$ cat config.mk
export PLATFORM = sky130hd
export DESIGN_NAME = hbp_exec
export DESIGN_NICKNAME = d
export VERILOG_FILES = /design/src/rtl/core/hbp_pkg.sv /design/src/rtl/core/hbp_exec.sv
export SDC_FILE = /design/constraint.sdc
export NUM_CORES = 1
export LEC_CHECK = 0
export ABC_CLOCK_PERIOD_IN_PS = 2900
export BUFFER_PORTS_ARGS = -buffer_cell sky130_fd_sc_hd__clkbuf_2
export CORE_ASPECT_RATIO = 0.75
export CORE_MARGIN = 5
export CORE_UTILIZATION = 45
export CTS_CLUSTER_DIAMETER = 200
export DETAILED_ROUTE_END_ITERATION = 6
export GPL_TIMING_DRIVEN = 0
export PLACE_DENSITY_LB_ADDON = 0.3
export SYNTH_ARGS = -nofsm -noshare
export SYNTH_HDL_FRONTEND = slang
export SYNTH_SLANG_ARGS = --single-unit
export TNS_END_PERCENT = 20
$ cat constraint.sdc
create_clock -name clock -period 2.9 [get_ports clock]
set_clock_uncertainty 0.1 [all_clocks]
set_input_delay 0.29 -clock clock [delete_from_list [all_inputs] [get_ports clock]]
set_output_delay 0.29 -clock clock [all_outputs]
set_load 0.03 [all_outputs]
$ cat src/rtl/core/hbp_pkg.sv
package hbp_pkg;

   localparam int UNIVERSE   = 4096;
   localparam int WORD_W     = 64;
   localparam int BIT_W      = 6;
   localparam int INDEX_W    = 12;
   localparam int LEAF_WORDS = UNIVERSE / WORD_W;
   localparam int ADDR_W     = INDEX_W - BIT_W;
   localparam int OP_W       = 2;

   localparam logic [OP_W-1:0] OP_INSERT = 2'd0;
   localparam logic [OP_W-1:0] OP_REMOVE = 2'd1;
   localparam logic [OP_W-1:0] OP_TEST   = 2'd2;
   localparam logic [OP_W-1:0] OP_PRED   = 2'd3;

   // operation held in the input register
   typedef struct packed {
      logic [OP_W-1:0]    op;
      logic [INDEX_W-1:0] index;
   } item_type;

   // operation plus the summary lookup done ahead of the leaf read
   typedef struct packed {
      logic [OP_W-1:0]    op;
      logic [INDEX_W-1:0] index;
      logic [ADDR_W-1:0]  lw;
      logic               lw_ok;
   } exec_item_type;

   // leaf write and summary change made when an operation retires
   typedef struct packed {
      logic               wr_en;
      logic [ADDR_W-1:0]  addr;
      logic [WORD_W-1:0]  data;
      logic               sum_set;
      logic               sum_clr;
   } upd_type;

   // position of the highest set bit, 0 for an empty word
   function automatic logic [BIT_W-1:0] top_bit(input logic [WORD_W-1:0] m);
      logic [BIT_W-1:0] k;
      k = '0;
      for (int i = 0; i < WORD_W; i++) begin
         if (m[i]) begin
            k = i[BIT_W-1:0];
         end
      end
      return k;
   endfunction

   // bits 0 up to and including b
   function automatic logic [WORD_W-1:0] low_mask(input logic [BIT_W-1:0] b);
      return {WORD_W{1'b1}} >> (BIT_W'(WORD_W - 1) - b);
   endfunction

   // bits strictly below w
   function automatic logic [WORD_W-1:0] below_mask(input logic [ADDR_W-1:0] w);
      return (WORD_W'(1) << w) - WORD_W'(1);
   endfunction

endpackage

$ cat src/rtl/core/hbp_exec.sv
module hbp_exec (
   input  logic                          clock,
   input  logic                          reset,
   input  logic                          load,
   input  hbp_pkg::exec_item_type        item,
   input  logic [hbp_pkg::WORD_W-1:0]    word0,
   input  logic [hbp_pkg::WORD_W-1:0]    word1,
   input  logic                          rsp_ready,
   output logic                          take,
   output hbp_pkg::upd_type              upd,
   output logic                          rsp_valid,
   output logic                          rsp_found,
   output logic [hbp_pkg::INDEX_W-1:0]   rsp_position,
   output logic                          rsp_member
);

   logic                          b_valid_ff;
   logic                          b_valid_in;
   hbp_pkg::exec_item_type        b_item_ff;
   logic                          out_valid_ff;
   logic                          out_valid_in;
   logic                          out_found_ff;
   logic [hbp_pkg::INDEX_W-1:0]   out_pos_ff;
   logic                          out_member_ff;

   logic                          out_space;
   logic                          b_adv;
   logic [hbp_pkg::ADDR_W-1:0]    w;
   logic [hbp_pkg::BIT_W-1:0]     bitpos;
   logic [hbp_pkg::WORD_W-1:0]    onehot;
   logic [hbp_pkg::WORD_W-1:0]    set_word;
   logic [hbp_pkg::WORD_W-1:0]    clr_word;
   logic [hbp_pkg::WORD_W-1:0]    m0;
   logic                          hit0;
   logic                          was;
   logic                          found_c;
   logic [hbp_pkg::INDEX_W-1:0]   pos_c;

   assign out_space = !out_valid_ff || rsp_ready;
   assign b_adv     = b_valid_ff && out_space;
   assign take      = !b_valid_ff || b_adv;

   assign w        = b_item_ff.index[hbp_pkg::INDEX_W-1:hbp_pkg::BIT_W];
   assign bitpos   = b_item_ff.index[hbp_pkg::BIT_W-1:0];
   assign onehot   = hbp_pkg::WORD_W'(1) << bitpos;
   assign set_word = word0 | onehot;
   assign clr_word = word0 & ~onehot;
   assign was      = word0[bitpos];
   assign m0       = word0 & hbp_pkg::low_mask(bitpos);
   assign hit0     = |m0;

   always_comb begin
      upd         = '0;
      upd.addr    = w;
      upd.data    = set_word;
      found_c     = 1'b0;
      pos_c       = '0;
      unique case (b_item_ff.op)
         hbp_pkg::OP_INSERT: begin
            upd.wr_en   = b_adv;
            upd.sum_set = b_adv;
         end
         hbp_pkg::OP_REMOVE: begin
            upd.wr_en   = b_adv;
            upd.data    = clr_word;
            // emptied word drops out of the summary
            upd.sum_clr = b_adv && (clr_word == '0);
         end
         hbp_pkg::OP_PRED: begin
            if (hit0) begin
               found_c = 1'b1;
               pos_c   = {w, hbp_pkg::top_bit(m0)};
            end else if (b_item_ff.lw_ok && (word1 != '0)) begin
               found_c = 1'b1;
               pos_c   = {b_item_ff.lw, hbp_pkg::top_bit(word1)};
            end
         end
         default: begin
         end
      endcase
   end

   always_comb begin
      b_valid_in = b_valid_ff;
      if (take) begin
         b_valid_in = load;
      end
      out_valid_in = out_valid_ff;
      if (out_space) begin
         out_valid_in = b_valid_ff;
      end
   end

   always_ff @(posedge clock) begin
      if (reset) begin
         b_valid_ff   <= 1'b0;
         out_valid_ff <= 1'b0;
      end else begin
         b_valid_ff   <= b_valid_in;
         out_valid_ff <= out_valid_in;
      end
   end

   always_ff @(posedge clock) begin
      if (load && take) begin
         b_item_ff <= item;
      end
      if (b_adv) begin
         out_found_ff  <= found_c;
         out_pos_ff    <= pos_c;
         out_member_ff <= was;
      end
   end

   assign rsp_valid    = out_valid_ff;
   assign rsp_found    = out_found_ff;
   assign rsp_position = out_pos_ff;
   assign rsp_member   = out_member_ff;

   a_pred_not_above: assert property (@(posedge clock) disable iff (reset)
      b_adv && found_c |-> (pos_c <= b_item_ff.index))
      else $error("exec: predecessor above the query index");

   a_summary_leaf: assert property (@(posedge clock) disable iff (reset)
      b_valid_ff && (b_item_ff.op == hbp_pkg::OP_PRED) && b_item_ff.lw_ok |-> (word1 != '0))
      else $error("exec: summary marks an empty leaf word");

   a_found_pred_only: assert property (@(posedge clock) disable iff (reset)
      b_adv |=> (rsp_found |-> ($past(b_item_ff.op) == hbp_pkg::OP_PRED)))
      else $error("exec: found raised for a non-query operation");

endmodule

Yosys cells after proc, flatten, opt, wreduce, memory -nomap -nowiden:

Index checks and enable logic that the tools add are counted.

* input port bits: 153
* logic and storage cells: 168
* output and inout port bits: 89
* flip-flop bits (word level): 37

* add/sub/neg operators: 1
* bitwise logic cells: 4
* $lt $le $gt $ge: 1
* eq/ne operators: 2
* multiplexer cells: 136
* reduce and logical (&&, ||, !) cells: 13
* shift-type cells: 2

Operator list (count)
* two-way mux 6 bit: 124
* bitwise AND 64 bit: 2
* zero test 64 bit: 1
* two-way mux 64 bit: 1
* inverter 64 bit: 1
* OR 64 bit: 1
* nonzero test 64 bit: 1
* OR reduction 64 bit: 1
* << shifter 1 x 6 -> 64 bit (first input constant): 1
* >> shifter 64 x 6 -> 64 bit (first input constant): 1
* two-way mux 12 bit: 2
* two-way mux 1 bit: 8
* less-than comparator 6 x 7 -> 1 bit (second input constant): 1
* binary-select mux 1 bit (select 6 bit): 1
* subtractor 6 bit (first input constant): 1
* logical AND 1 bit: 4
* == test 2 x 1 -> 1 bit (second input constant): 1
* == test 2 bit (second input constant): 1
* zero test 1 bit: 2
* zero test 2 bit: 1
* logical OR 1 bit: 2
* OR reduction 2 bit: 1

Longest topological paths before layout:

Gate-level depths: netlist of run 1.

* depth in word-level cells: 67
* mapped depth: 13
* depth with buffers taken out: 8

Worst setup path before layout of run 1:

OpenSTA, ideal clock, no wires.

* path kind: register to output
* from: reg b_item_ff[7] (netlist bit)
* to: out upd[0] (netlist bit)
* stages on the path, launching flop included: 13
* data arrival time: 3.170 ns
* path slack: -0.660 ns
* path buffers: 4
* data required time: 2.510 ns
* cells stage by stage: edfxtp_1 buf_2 buf_2 buf_2 buf_2 nand2b_1 nor2_1 nand2_1 nand2_1 nand4_1 nor4_1 nand4_1 nor4_1

RTL lines
* from (decl): RTL line hbp_exec.sv:19 `hbp_pkg::exec_item_type b_item_ff;`
* from (signal assigned): RTL line hbp_exec.sv:106 `b_item_ff <= item;`
* to (decl): RTL line hbp_exec.sv:10 `output hbp_pkg::upd_type upd,`

Final worst setup path of run 1:

* from: reg b_item_ff[9] (netlist bit)
* to: reg out_pos_ff (netlist bit rsp_position[1]), data pin

* cells in the longest elaborated chain, start to end: 66
* elaborated cells between the ends (all ways): 67
* those cells by class: 1 x add/sub; 1 x shift; 63 x mux; 1 x bitwise; 1 x reduce/logical

RTL lines
* subtractor 6 bit *: RTL line hbp_pkg.sv:53 `return {WORD_W{1'b1}} >> (BIT_W'(WORD_W - 1) - b);`
* >> shifter 64 x 6 -> 64 bit *: RTL line hbp_pkg.sv:53
* bitwise AND 64 bit *: RTL line hbp_exec.sv:49 `assign m0 = word0 & hbp_pkg::low_mask(bitpos);`
* two-way mux 6 bit (62 in a row): RTL line hbp_pkg.sv:44 `if (m[i]) begin`
* two-way mux 12 bit *: RTL line hbp_exec.sv:70 `if (hit0) begin`
* to (signal assigned): RTL line hbp_exec.sv:110 `out_pos_ff <= pos_c;`
* to (decl): RTL line hbp_exec.sv:23 `logic [hbp_pkg::INDEX_W-1:0] out_pos_ff;`

Every way passes the cells marked *; elsewhere a longest branch is shown, timed or not.
A chain may end at the register's enable or synchronous reset.

==> results of run 1 <==
[per-layer routing]
metal	track usage, %	vias up
li1	-	4106
met1	57.2	4471
met2	56.0	931
met3	18.3	190
met4	12.7	2
met5	4.12	-
[final cells by class]
class                      count  share of cell area, %
timing repair buffer         294                   18.8
multi-input combinational    772                   57.1
clock buffer                   6                   1.54
clock inverter                 2                  0.416
sequential                    37                   12.1
buffer                        68                   6.68
tap                          175                   2.43
inverter                      24                   1.01
[synthesized netlist by cell type (4+ instances only)]
cell type and instances:
mux4_2 19, nor2b_1 11, o311ai_0 4, o21ai_0 93, or3_1 8, buf_2 18
and2_1 9, inv_1 23, a211oi_1 10, nand2_1 108, o31a_1 5, a31oi_1 42
o31ai_1 10, a21oi_1 82, nor4_1 21, o211ai_1 18, o221ai_1 6, mux2i_1 6
o2bb2ai_1 5, edfxtp_1 35, a311oi_1 5, o21a_1 11, nor2_1 92, clkbuf_1 34
o211a_1 4, nand4_1 15, or2_2 5, buf_1 10, nand3_1 43, nand2b_1 22
or4_1 8, nor3_1 24, nor4b_1 4, a22oi_1 5, and3_1 6, o311a_1 4
o22ai_1 13, buf_4 8
[per-stage QoR]
| step | hold WS, ps | power [uW] | setup TNS (ps) | setup slack (ps) | cell area (um^2) |
|---|---|---|---|---|---|
| final | 71.5 | 2680 | -6250 | -684 | 9020 |
| after global routing | 72.5 | 2770 | -7020 | -616 | 9020 |
| after CTS | 73.8 | 2530 | -4870 | -462 | 8520 |
| after detailed placement | 369 | 1790 | -28950 | -1280 | 7620 |
| after global placement | 368 | 1790 | -31720 | -1220 | 7620 |
| after floorplan | 262 | 1310 | -558 | -118 | 6210 |
[repair_timing]
action / 4_1_cts / 5_1_grt
pin swaps: 26 / 30
setup buffers: 23 / 30
endpoints found under the hold margin: 0 / 0
resized for setup: 167 / 69
setup endpoints to repair: 79 / 43
cloned: 1 / 2
hold buffers: 0 / 0
[worst max-delay path, delay by kind of cell, from the launching register on]
| kind | cells | cell delay, ps |
|---|---|---|
| compound gates | 6 | 1700 |
| buf+inv | 3 | 560 |
| flops | 1 | 470 |
| simple gates | 2 | 450 |
[final timing paths]
kind | end | slack (ps) | cells past startpoint
setup / recovery | rsp_position[1] | -680 | 11
hold / removal | b_valid_ff | 70 | 2
setup reg to reg | rsp_position[1] | -680 | 11
hold reg to reg | rsp_valid | 460 | 2
[registers in the layout, summed over array words and instances, names as in the netlist]
signal,cells
b_item_ff,15
b_valid_ff,1
rsp_found,1
rsp_member,1
rsp_position,12
rsp_valid,1
upd,6
[report_power, final]
group	internal [uW]	leakage [uW]	switching (uW)	total (uW)
clock network	429	0.0000831	216	645
registers	621	0.000355	18.3	639
logic	492	0.00331	907	1400
total	1540	0.00375	1140	2680
[logic make-up after synthesis]
group	Yosys count
and+or+nand+nor	389
AOI/OAI and AO/OA	352
buffers and inverters	95
DFF	37
muxes	28
adders and majority gates	3
==> flow_metrics.tcl, run 1 <==
set metrics [dict create \
    synth_area_um2 6190 \
    synth_top_family_by_area "compound AO/OA/AOI/OAI gates" \
    finalWirelength_mm 36.1 \
    async_reset_ff_share_pct 0 \
    synth_compound_gate_area_share_pct 35.9 \
    synth-xor-area-share_pct 0 \
    fillers 1188 \
    syn_inst 904 \
    fp.coreArea_um2 13600 \
    min_from "reset" \
    netlist.top_cell.by_area "edfxtp_1" \
    grt-ovfl-total 0 \
    final_common_cell "clkbuf_2" \
    finalSetupViolations 18 \
    crit_slowest_cell "edfxtp_1" \
    die_y_um 112 \
    setup_slack_ps -684 \
    io_pins 242 \
    crit_chain "buf_8, buf_4, and3_1, clkbuf_1, a32oi_1, nand3_1, a211oi_1, o21ai_0, a21oi_1, o31a_1, o21ai_0" \
    power.leakage_uw 0.00375 \
    num_vias 9700 \
    first_iter_violations 1619 \
    met3_length_mm 6.28 \
    multi_input_area_um2 5150 \
    first_pass_iters 7 \
    cap_violations 0 \
    synth_warnings 0 \
    cts_tree "built" \
    clkTransAtPathRegs_ps 60 \
    synth-simple-area-share_pct 30.8 \
    cts-root-buf "clkbuf_16" \
    yosys.area_share.adder_pct 0.485 \
    path_max_fanout 9 \
    layout.cells.most_common_list "clkbuf_2 (242), nand2_1 (101), a21oi_1 (78)" \
    synth_seq_cells 37 \
    diodes 0 \
    crit_start "b_item_ff[9]" \
    track_usage_pct 40.9 \
    antenna_found_initial 0 \
    placed_cells 1317 \
    rsz0062_at_grt "true" \
    cts_made_buffers 5 \
    muxShareOfSynthArea_pct 8.43 \
    cp.required_ps 2810 \
    nets 1355 \
    fmax_ghz 0.279 \
    critPathKind "register to register" \
    utilization_pct 66.3 \
    ir_drop_mv 0.375 \
    htreeDepth 2 \
    synthesis.nets 1057 \
    cts.sinks 37 \
    viasPerCell 7.04 \
    grt_max_degree 22 \
    start_kind "register" \
    dr_wl_met2_mm 13.9 \
    synth_area_leaders "edfxtp_1 (17%), o21ai_0 (7.5%), mux4_2 (6.9%)" \
    place_hpwl_mm 27.7 \
    grt_pass1_vias 8722 \
    slew_viol_final 0 \
    numPortBuffers 238 \
    drive_gt1_share_pct 37.9 \
    start_util_pct 45.5 \
    clk_latency_ps 290 \
    crit_top_cell "o21ai_0" \
    detail_route.wl_per_cell_um 26.2 \
    routed.top_layer "met5" \
    worst_pin_slew_ps 988 \
    cp-end-kind "register" \
    violations "DRC, setup timing" \
    avgSynthCellArea_um2 6.85 \
    yosys.area.top_type_share_pct 17.0 \
    final_cells 1378 \
    power_density_nw_per_um2 297 \
    hold_path.class "input pin to register" \
    fin_crit_sh_pct 124 \
    synthDistinctLibCells 74 \
    grt_pass1_wl_mm 52.3 \
    gp_congestion 1.05 \
    synth_edf_count 35 \
    seq_area_um2 1090 \
    min_period_ps 3580 \
    outcome "finished, violations left" \
    slew_headroom_pct 34.1 \
    ctsLongestPathBuffers 2 \
    die-area_um2 16200 \
    fp-row-count 37 \
    area_growth_pct 45.8 \
    ys.flop_type "edfxtp_1" \
    cpPeakStageDelay_ps 470 \
    met1Wirelength_mm 14.0 \
    die_w_um 145 \
    drc 15 \
    seq_area_frac_synth_pct 17.6 \
    hold_viol 0 \
    regToRegStartpoint "b_item_ff[9]" \
    cp.arrival_ps 3490 \
    postRouteAntennaNets 0 \
]
No activity file was read; power rests on OpenSTA's default activity.
==> inputs of run 2 (changes only) <==
--- a/config.mk
+++ b/config.mk
@@ -9,8 +9,9 @@
 export BUFFER_PORTS_ARGS = -buffer_cell sky130_fd_sc_hd__clkbuf_2
 export CORE_ASPECT_RATIO = 0.75
 export CORE_MARGIN = 5
-export CORE_UTILIZATION = 45
+export CORE_UTILIZATION = 27
 export CTS_CLUSTER_DIAMETER = 200
+export CTS_CLUSTER_SIZE = 25
 export DETAILED_ROUTE_END_ITERATION = 6
 export GPL_TIMING_DRIVEN = 0
 export PLACE_DENSITY_LB_ADDON = 0.3
==> run 2 against run 1 <==
Maximum frequency up 6.4%. Largest cell class unchanged. Largest power group unchanged. Count of clock-buffer cells in the layout unchanged. Critical path type is now register to output port. Sequential share of layout area shrank 0.11 points. The flow finishes with violations (setup timing). Setup slack better by 220 ps.
==> flow_metrics.tcl, run 2 (synthesis gave the netlist of run 1 again) <==
set metrics [dict create \
    num_vias 9293 \
    first_iter_violations 1351 \
    grt_pass1_vias 8314 \
    place_hpwl_mm 29.5 \
    r2r_cells 12 \
    grt_max_degree 22 \
    path_buf_inv 5 \
    p_sw_uw 1110 \
    clk_latency_ps 280 \
    track_usage_pct 26.4 \
    regMostFlops "b_item_ff" \
    viasPerCell 6.18 \
    finalSetupViolations 16 \
    start_util_pct 27.2 \
    power_density_nw_per_um2 279 \
    cp.arrival_ps 2980 \
    power.leakage_uw 0.00372 \
    die_y_um 141 \
    use_met1_pct 38.7 \
    grt-ovfl-total 0 \
    die_w_um 185 \
    die-area_um2 26100 \
    power_frac_clock_pct 20.3 \
    grt_use_met3_pct 7.84 \
    diodes 0 \
    crit_start "b_item_ff[8]" \
    cpPeakStageDelay_ps 450 \
    fp-row-count 48 \
    internal_power_uw 1430 \
    antenna_found_initial 2 \
    cts.sinks 37 \
    finalWirelength_mm 37.0 \
    ir_drop_mv 0.275 \
    gp_congestion 1.06 \
    drive_gt1_share_pct 37.6 \
    hold_viol 0 \
    regToRegStartpoint "b_item_ff[8]" \
    first_pass_iters 7 \
    cpLargestDelayFamily "simple AND/OR/NAND/NOR gates" \
    cp-end-kind "output port" \
    fillers 2414 \
    numPortBuffers 238 \
    r2r_slack_ps -370 \
    holdWs_ps 84.4 \
    cp.required_ps 2510 \
    slew_headroom_pct 35.7 \
    crit_chain "buf_6, buf_12, buf_8, buf_12, nand2b_4, nor2_4, nand2_1, nand2_1, nand4_1, nor4_4, nand4_1, nor4_4, clkbuf_8" \
    clkTransAtPathRegs_ps 60 \
    area_growth_pct 47.2 \
    crit_slowest_cell "edfxtp_1" \
    fp.coreArea_um2 22800 \
    swShare_pct 43.8 \
    ctsLongestPathBuffers 2 \
    cts-root-buf "clkbuf_16" \
    rsz0062_at_grt "true" \
    io_pins 242 \
    grt_pass1_wl_mm 52.8 \
    setup_slack_ps -467 \
    violations "setup timing" \
    grt.met2_usage_pct 37.4 \
    nets 1356 \
    slew_viol_final 0 \
    worstReg2RegEnd "rsp_position[0]" \
    cts_tree "built" \
    cap_violations 0 \
    htreeDepth 2 \
    hold_path.class "input pin to register" \
    detail_route.wl_per_cell_um 24.6 \
    p_seq_share_pct 25.1 \
    start_kind "register" \
    fmax_ghz 0.297 \
    outcome "finished, violations left" \
    final_common_cell "clkbuf_2" \
    fin_crit_sh_pct 116 \
    endpoint "upd[0]" \
    worst_pin_slew_ps 965 \
    crit_cells 13 \
    min_period_ps 3370 \
    postRouteAntennaNets 0 \
    p_comb_share_pct 54.6 \
    largest_reg_flops 15 \
    busiest_layer "met1" \
    critPathKind "register to output port" \
    path_max_fanout 6 \
    layout.cells.most_common_list "clkbuf_2 (242), nand2_1 (105), o21ai_0 (79)" \
    cts_made_buffers 5 \
    drc 0 \
    cts_hold_buf 0 \
    utilization_pct 40.0 \
]
## run 2: cell types whose count changed in the layout (fill, tap and decap cells not counted), moves of 3 or more
cell,before,now
buf_4,60,67
o21ai_1,14,11
buf_8,3,6
buf_12,10,6
nand2_2,5,2
nand3_2,2,5
nand2_1,101,105
buf_6,18,11
## run 2: power groups by stage
stage                     registers (uW)  logic (uW)  clock network [uW]
after global placement               647        1170                   0
after detailed placement             647        1160                   0
after floorplan                      665         645                   0
after global routing                 641        1450                 559
after CTS                            637        1270                 536
final                                637        1390                 516
## run 2: cell type report
class                           count  area [um^2]  share of cell area (%)
Timing Repair Buffer              295         1710                    18.8
Tap cell                          300          375                    4.12
Clock buffer                        6          129                    1.42
Inverter                           24         95.1                    1.04
Buffer                             68          577                    6.33
Sequential cell                    37         1090                    12.0
Clock inverter                      2         15.0                   0.165
Multi-Input combinational cell    772         5110                    56.2
## run 2: worst min-delay path by stage
stage                     startpoint            to  slack, ps  depth (start not counted)
after floorplan                reset    b_valid_ff        260                          1
after global placement      item[16]       upd[69]        370                          1
after detailed placement     item[5]  b_item_ff[5]        370                          1
after CTS                   item[15]       upd[68]         80                          1
after global routing        item[15]       upd[68]         70                          1
final                          reset    b_valid_ff         80                          2
## run 2: layer usage
| metal | routed length, um | vias to the layer above | part of all wire, % |
|---|---|---|---|
| met3 | 5440 | 114 | 15 |
| met4 | 1290 | 0 | 3.5 |
| li1 | - | 4106 | - |
| met5 | 0 | - | 0 |
| met1 | 15300 | 4342 | 41 |
| met2 | 15000 | 731 | 40 |
## run 2: metrics by stage
stage | total power (uW) | std cells | area [um^2] | setup WS [ps] | setup TNS [ps]
global placement | 1820 | 1442 | 7770 | -1250 | -28330
CTS | 2440 | 1479 | 8590 | -503 | -5290
finish | 2540 | 1504 | 9110 | -467 | -4380
global route | 2650 | 1504 | 9110 | -587 | -5780
detailed placement | 1810 | 1442 | 7770 | -1260 | -27230
floorplan | 1310 | 904 | 6210 | -118 | -558
## run 2: what timing repair did
item | 4_1_cts | 5_1_grt
gates resized for setup | 142 | 74
pin swaps | 13 | 27
endpoints found under the hold margin | 0 | 0
buffers inserted | 29 | 25
gates cloned | 1 | 3
endpoints found under the setup margin | 79 | 40
